## src/rtl/core/assert_macros.svh

```systemverilog
// Shared assertion helpers for the collision resolve core.
`ifndef ASSERT_MACROS_SVH
`define ASSERT_MACROS_SVH

// Hold a property at every clock edge outside reset.
`define CPRC_ASSERT(lbl, clk, rst_n, prop, msg) \
    lbl: assert property (@(posedge clk) disable iff (!rst_n) (prop)) else $error(msg);

// Check a consequence in the cycle after a trigger.
`define CPRC_ASSERT_NEXT(lbl, clk, rst_n, ante, cons, msg) \
    lbl: assert property (@(posedge clk) disable iff (!rst_n) (ante) |=> (cons)) else $error(msg);

`endif

```

## src/rtl/core/cprc_pkg.sv

```systemverilog
package cprc_pkg;

    localparam int unsigned POS_W       = 20;
    localparam int unsigned RAD_W       = 16;
    localparam int unsigned STF_W       = 8;
    localparam int unsigned STF_RESET   = 51;
    localparam int unsigned SQ_W        = 41;
    localparam int unsigned ROOT_W      = 21;
    localparam int unsigned OV_W        = 17;
    localparam int unsigned Q_W         = 17;
    localparam int unsigned PROD_W      = OV_W + STF_W;
    localparam int unsigned NUM_W       = 43;
    localparam int unsigned QUEUE_DEPTH = 4;
    localparam int unsigned POS_MAX     = 1048575;

    typedef struct packed {
        logic [POS_W-1:0] first_x;
        logic [POS_W-1:0] first_y;
        logic [RAD_W-1:0] first_radius;
        logic [POS_W-1:0] second_x;
        logic [POS_W-1:0] second_y;
        logic [RAD_W-1:0] second_radius;
    } t_in_item;

    typedef struct packed {
        logic [POS_W-1:0] new_first_x;
        logic [POS_W-1:0] new_first_y;
        logic [POS_W-1:0] new_second_x;
        logic [POS_W-1:0] new_second_y;
        logic             overlapped;
        logic             coincident;
    } t_out_item;

    typedef struct packed {
        logic [POS_W-1:0] ax;
        logic [POS_W-1:0] ay;
        logic [POS_W-1:0] bx;
        logic [POS_W-1:0] by;
        logic             sx;
        logic             sy;
        logic [OV_W-1:0]  mx;
        logic [OV_W-1:0]  my;
        logic [OV_W-1:0]  dlen;
        logic [OV_W-1:0]  ov;
        logic             over;
        logic             coin;
    } t_job;

endpackage

```

## src/rtl/core/cprc_queue.sv

```systemverilog
`include "assert_macros.svh"

module cprc_queue #(
    parameter int unsigned DEPTH = cprc_pkg::QUEUE_DEPTH
) (
    input  logic           i_clk,
    input  logic           i_rst_n,
    input  logic           i_push_valid,
    output logic           o_push_ready,
    input  cprc_pkg::t_job i_push,
    output logic           o_pop_valid,
    input  logic           i_pop_ready,
    output cprc_pkg::t_job o_pop
);

    localparam int unsigned IW = (DEPTH > 1) ? $clog2(DEPTH) : 1;
    localparam int unsigned CW = $clog2(DEPTH + 1);

    cprc_pkg::t_job r_mem [0:DEPTH-1];
    logic [IW-1:0]  r_wr;
    logic [IW-1:0]  r_rd;
    logic [CW-1:0]  r_cnt;
    logic           push;
    logic           pop;

    assign o_push_ready = r_cnt != CW'(DEPTH);
    assign o_pop_valid  = r_cnt != '0;
    assign push         = i_push_valid && o_push_ready;
    assign pop          = o_pop_valid && i_pop_ready;
    assign o_pop        = r_mem[r_rd];

    always_ff @(posedge i_clk) begin
        if (!i_rst_n) begin
            r_wr  <= '0;
            r_rd  <= '0;
            r_cnt <= '0;
        end else begin
            if (push) begin
                r_wr <= (r_wr == IW'(DEPTH - 1)) ? '0 : r_wr + 1'b1;
            end
            if (pop) begin
                r_rd <= (r_rd == IW'(DEPTH - 1)) ? '0 : r_rd + 1'b1;
            end
            if (push && !pop) begin
                r_cnt <= r_cnt + 1'b1;
            end else if (pop && !push) begin
                r_cnt <= r_cnt - 1'b1;
            end
        end
    end

    always_ff @(posedge i_clk) begin
        if (push) begin
            r_mem[r_wr] <= i_push;
        end
    end

    `CPRC_ASSERT(a_cnt_bound, i_clk, i_rst_n, r_cnt <= CW'(DEPTH), "queue count overflow")
    `CPRC_ASSERT_NEXT(a_cnt_inc, i_clk, i_rst_n, push && !pop, r_cnt == CW'($past(r_cnt) + 1'b1), "queue count did not advance")

endmodule

```

## config.mk

```make
export PLATFORM = sky130hd
export DESIGN_NAME = cprc_queue
export DESIGN_NICKNAME = d
export VERILOG_FILES = /design/src/rtl/core/cprc_pkg.sv /design/src/rtl/core/cprc_queue.sv
export VERILOG_INCLUDE_DIRS = /design/src /design/src/rtl/core
export SDC_FILE = /design/constraint.sdc
export NUM_CORES = 1
export LEC_CHECK = 0
export BUFFER_PORTS_ARGS = -buffer_cell sky130_fd_sc_hd__buf_2
export CORE_UTILIZATION = 55
export CTS_BUF_LIST = sky130_fd_sc_hd__clkbuf_16
export CTS_CLUSTER_DIAMETER = 120
export DETAILED_ROUTE_END_ITERATION = 8
export HOLD_SLACK_MARGIN = 0.06
export PLACE_DENSITY_LB_ADDON = 0.2
export SYNTH_ARGS = -nofsm -noshare
export SYNTH_HDL_FRONTEND = slang
export SYNTH_SLANG_ARGS = --single-unit
```

## constraint.sdc

```tcl
create_clock -name i_clk -period 5.6 [get_ports i_clk]
set_clock_uncertainty 0.1 [all_clocks]
set_input_delay 0.84 -clock i_clk [delete_from_list [all_inputs] [get_ports i_clk]]
set_output_delay 0.84 -clock i_clk [all_outputs]
set_load 0.02 [all_outputs]
```

==> results.sh <==
export IMPL_clk_pin_slew_ns=0.06
export IMPL_power_mw=12.17
export IMPL_coreArea_sq_um=39910
export IMPL_hold_class="input pin to register"
export IMPL_ys_seq_area_frac=0.8237
export IMPL_syn_nets=1008
export IMPL_cts_buffers_inserted=58
export IMPL_switching_share=0.2803
export IMPL_synth_edf_count=608
export IMPL_synth_area_leaders="edfxtp_1 82%, mux4_2 15%, dfxtp_1 0.80%"
export IMPL_leakage_nw=8.833
export IMPL_drc=0
export IMPL_power_density_nw_per_um2=462.1
export IMPL_min_from="i_push[110]"
export IMPL_final_util=0.6600
export IMPL_vias=10180
export IMPL_outcome="complete, no violations"
export IMPL_final_cells=1773
export IMPL_p_int_mw=8.761
export IMPL_pre_cts_slack_ns=2.293
export IMPL_synth_xor_area_share=0.0007826
export IMPL_tritoncts="built"
export IMPL_synth_area_per_cell_sq_um=26.49
export IMPL_ant_nets=0
export IMPL_drt_iter0_markers=784
export IMPL_holdBufCountCts=0
export IMPL_async_reset_ff_frac=0
export IMPL_p_comb_frac=0.228
export IMPL_drive_above_1_share=0.4532
export IMPL_fin_nets=1358
export IMPL_fin_ws_ns=1.800
export IMPL_ir_drop_mv=0.3626
export IMPL_required_ns=4.66
export IMPL_post_route_period_util=0.6786
export IMPL_synth_compound_area_share=0.001565
export IMPL_vias_per_cell=5.740
export IMPL_grt_usage=0.2109
export IMPL_root_buffer="clkbuf_16"
export IMPL_synth_cell_area_sq_um=22380
export IMPL_area_growth_pct=17.70
export IMPL_sequentialPowerShare=0.476
export IMPL_yosysWarnings=0
export IMPL_synth_most_common_cell="edfxtp_1"
export IMPL_antenna_found_initial=10
export IMPL_cts_repair_resized=0
export IMPL_cp_data_arrival_time_ns=2.86
export IMPL_muxShareOfSynthArea=0.1538
export IMPL_post_drt_wl_per_cell_um=24.58
export IMPL_pwr_share_clk=0.297
export IMPL_end_kind="output port"
export IMPL_cap_viol_max_count=0
export IMPL_nFillCells=2564
export IMPL_slew_violations=0
export IMPL_first_pass_iters=5
export IMPL_slew_headroom=0.3357
export IMPL_routed_wl_mm=43.58
export IMPL_place_area_sq_um=24570
export IMPL_fp_dieW_um=203.7
export IMPL_insertion_delay_ns=0.59
export IMPL_synth_ff_type="edfxtp_1"
export IMPL_grt_overflow=0
export IMPL_rsz0062_at_grt="no"
export IMPL_power_switching_mw=3.413
export IMPL_worstMarginPinSlew_ns=0.9964
export IMPL_grt_pass1_wl_mm=63.79
export IMPL_dp_hpwl_mm=26.55
export IMPL_synth_top_cell_by_area="edfxtp_1"
export IMPL_clock_path_buffers=3
export IMPL_die_area_sq_um=41510
export IMPL_cts_setup_buffers=0
export IMPL_cts_sinks=617
export IMPL_synth_seq_cells=617
export IMPL_synth_top_family_by_area="multiplexers"
export IMPL_ioPinCount=310
export IMPL_netlist_area_leader_share=0.8157
export IMPL_floorplan_initialDensity=0.5608
export IMPL_setup_tns_ns=0
export IMPL_gp_congestion=0.7429
export IMPL_hold_viol=0
export IMPL_die_h_um=203.7
export IMPL_synth_simple_area_share=0.004919
export IMPL_fin_crit_ns=3.800
export IMPL_max_freq_mhz=263.1
export IMPL_setup_violations_final=0
export IMPL_hold_slack_ns=0.3553
export IMPL_netlist_top_cells_count="608 x edfxtp_1, 152 x mux4_2, 17 x buf_2"
export IMPL_critPathMaxFanout=48
export IMPL_h_tree_depth=2
export IMPL_yosysUniqueCellTypes=26
export IMPL_grt_pass1_vias=10390
export IMPL_placement_rows=73
export IMPL_synth_fa_ha_area_frac=0.004248
export IMPL_syn_inst=845
export IMPL_place_inst=1660
export IMPL_fin_area_sq_um=26350
export IMPL_crit_path_start_kind="register"
export IMPL_port_buffers=309
export IMPL_grt_max_degree=71
export IMPL_timing_rr_start="r_cnt[0]"
export IMPL_crit_type="register to output port"
-- layout make-up --
type,instances,area (sq um),area share
antenna,8,20.02,0.0007599
clock buffer,59,1476,0.05604
clock inverter,46,277.8,0.01054
inverter,3,11.26,0.0004274
multi-input combinational,189,3721,0.1412
sequential,617,18450,0.7001
tap,525,656.9,0.02493
timing repair buffer,326,1737,0.06592
-- kinds of logic after synthesis --
logic type / Yosys count
AND/OR/NAND/NOR: 20
adder cells (fa/ha/maj): 7
buffers and inverters: 39
multiplexers: 154
flip-flops: 617
AO/OA/AOI/OAI: 6
XOR/XNOR: 2
-- layout by cell type, fill, tap and decap left out, types with 2 or more instances in the layout --
cell,count
and3_4,4
buf_12,5
buf_2,309
buf_4,12
bufinv_16,3
clkbuf_16,59
clkinv_1,13
clkinv_2,13
dfxtp_1,7
dfxtp_4,2
diode_2,8
edfxtp_1,608
ha_1,6
inv_1,18
inv_6,2
mux2i_1,2
mux4_2,152
nand2_1,5
nand3_1,2
nor2_1,2
o21ai_0,4
or3_1,2
-- worst paths after layout --
kind / to / slack [ns] / depth (start not counted)
worst max-delay path: o_pop[20] / 1.80 / 3
worst min-delay path: r_mem[1][110] / 0.36 / 1
worst max register to register: r_mem[1][55] / 2.93 / 3
worst min register to register: r_cnt[2] / 0.42 / 2
-- layer usage --
| layer | share of wire | track usage | vias to the layer above | routed length [um] |
|---|---|---|---|---|
| li1 | - | - | 4369 | - |
| met1 | 0.42 | 0.3060 | 5381 | 18410 |
| met2 | 0.48 | 0.3156 | 355 | 20790 |
| met3 | 0.081 | 0.06008 | 66 | 3535 |
| met4 | 0.019 | 0.06310 | 6 | 811 |
| met5 | 0.00078 | 0 | - | 34 |
-- registers in the layout, summed over array words and instances (netlist names), named ones only --
name / flops
r_mem: 608
r_cnt: 3
r_rd: 2
r_wr: 2
-- power by group through the flow --
stage,combinational [mW],sequential [mW],clock (mW)
floorplan,1.98,5.83,0
global placement,2.81,5.87,0
detailed placement,2.82,5.90,0
CTS,2.83,5.80,3.69
global route,2.94,5.84,3.85
finish,2.77,5.79,3.61
-- worst max-delay path: stages, from the launching register on --
cell and delay (ns):
dfxtp_4 1.00, buf_4 0.49, mux4_2 0.57, buf_2 0.18
Power figures use the tool's default switching activity.
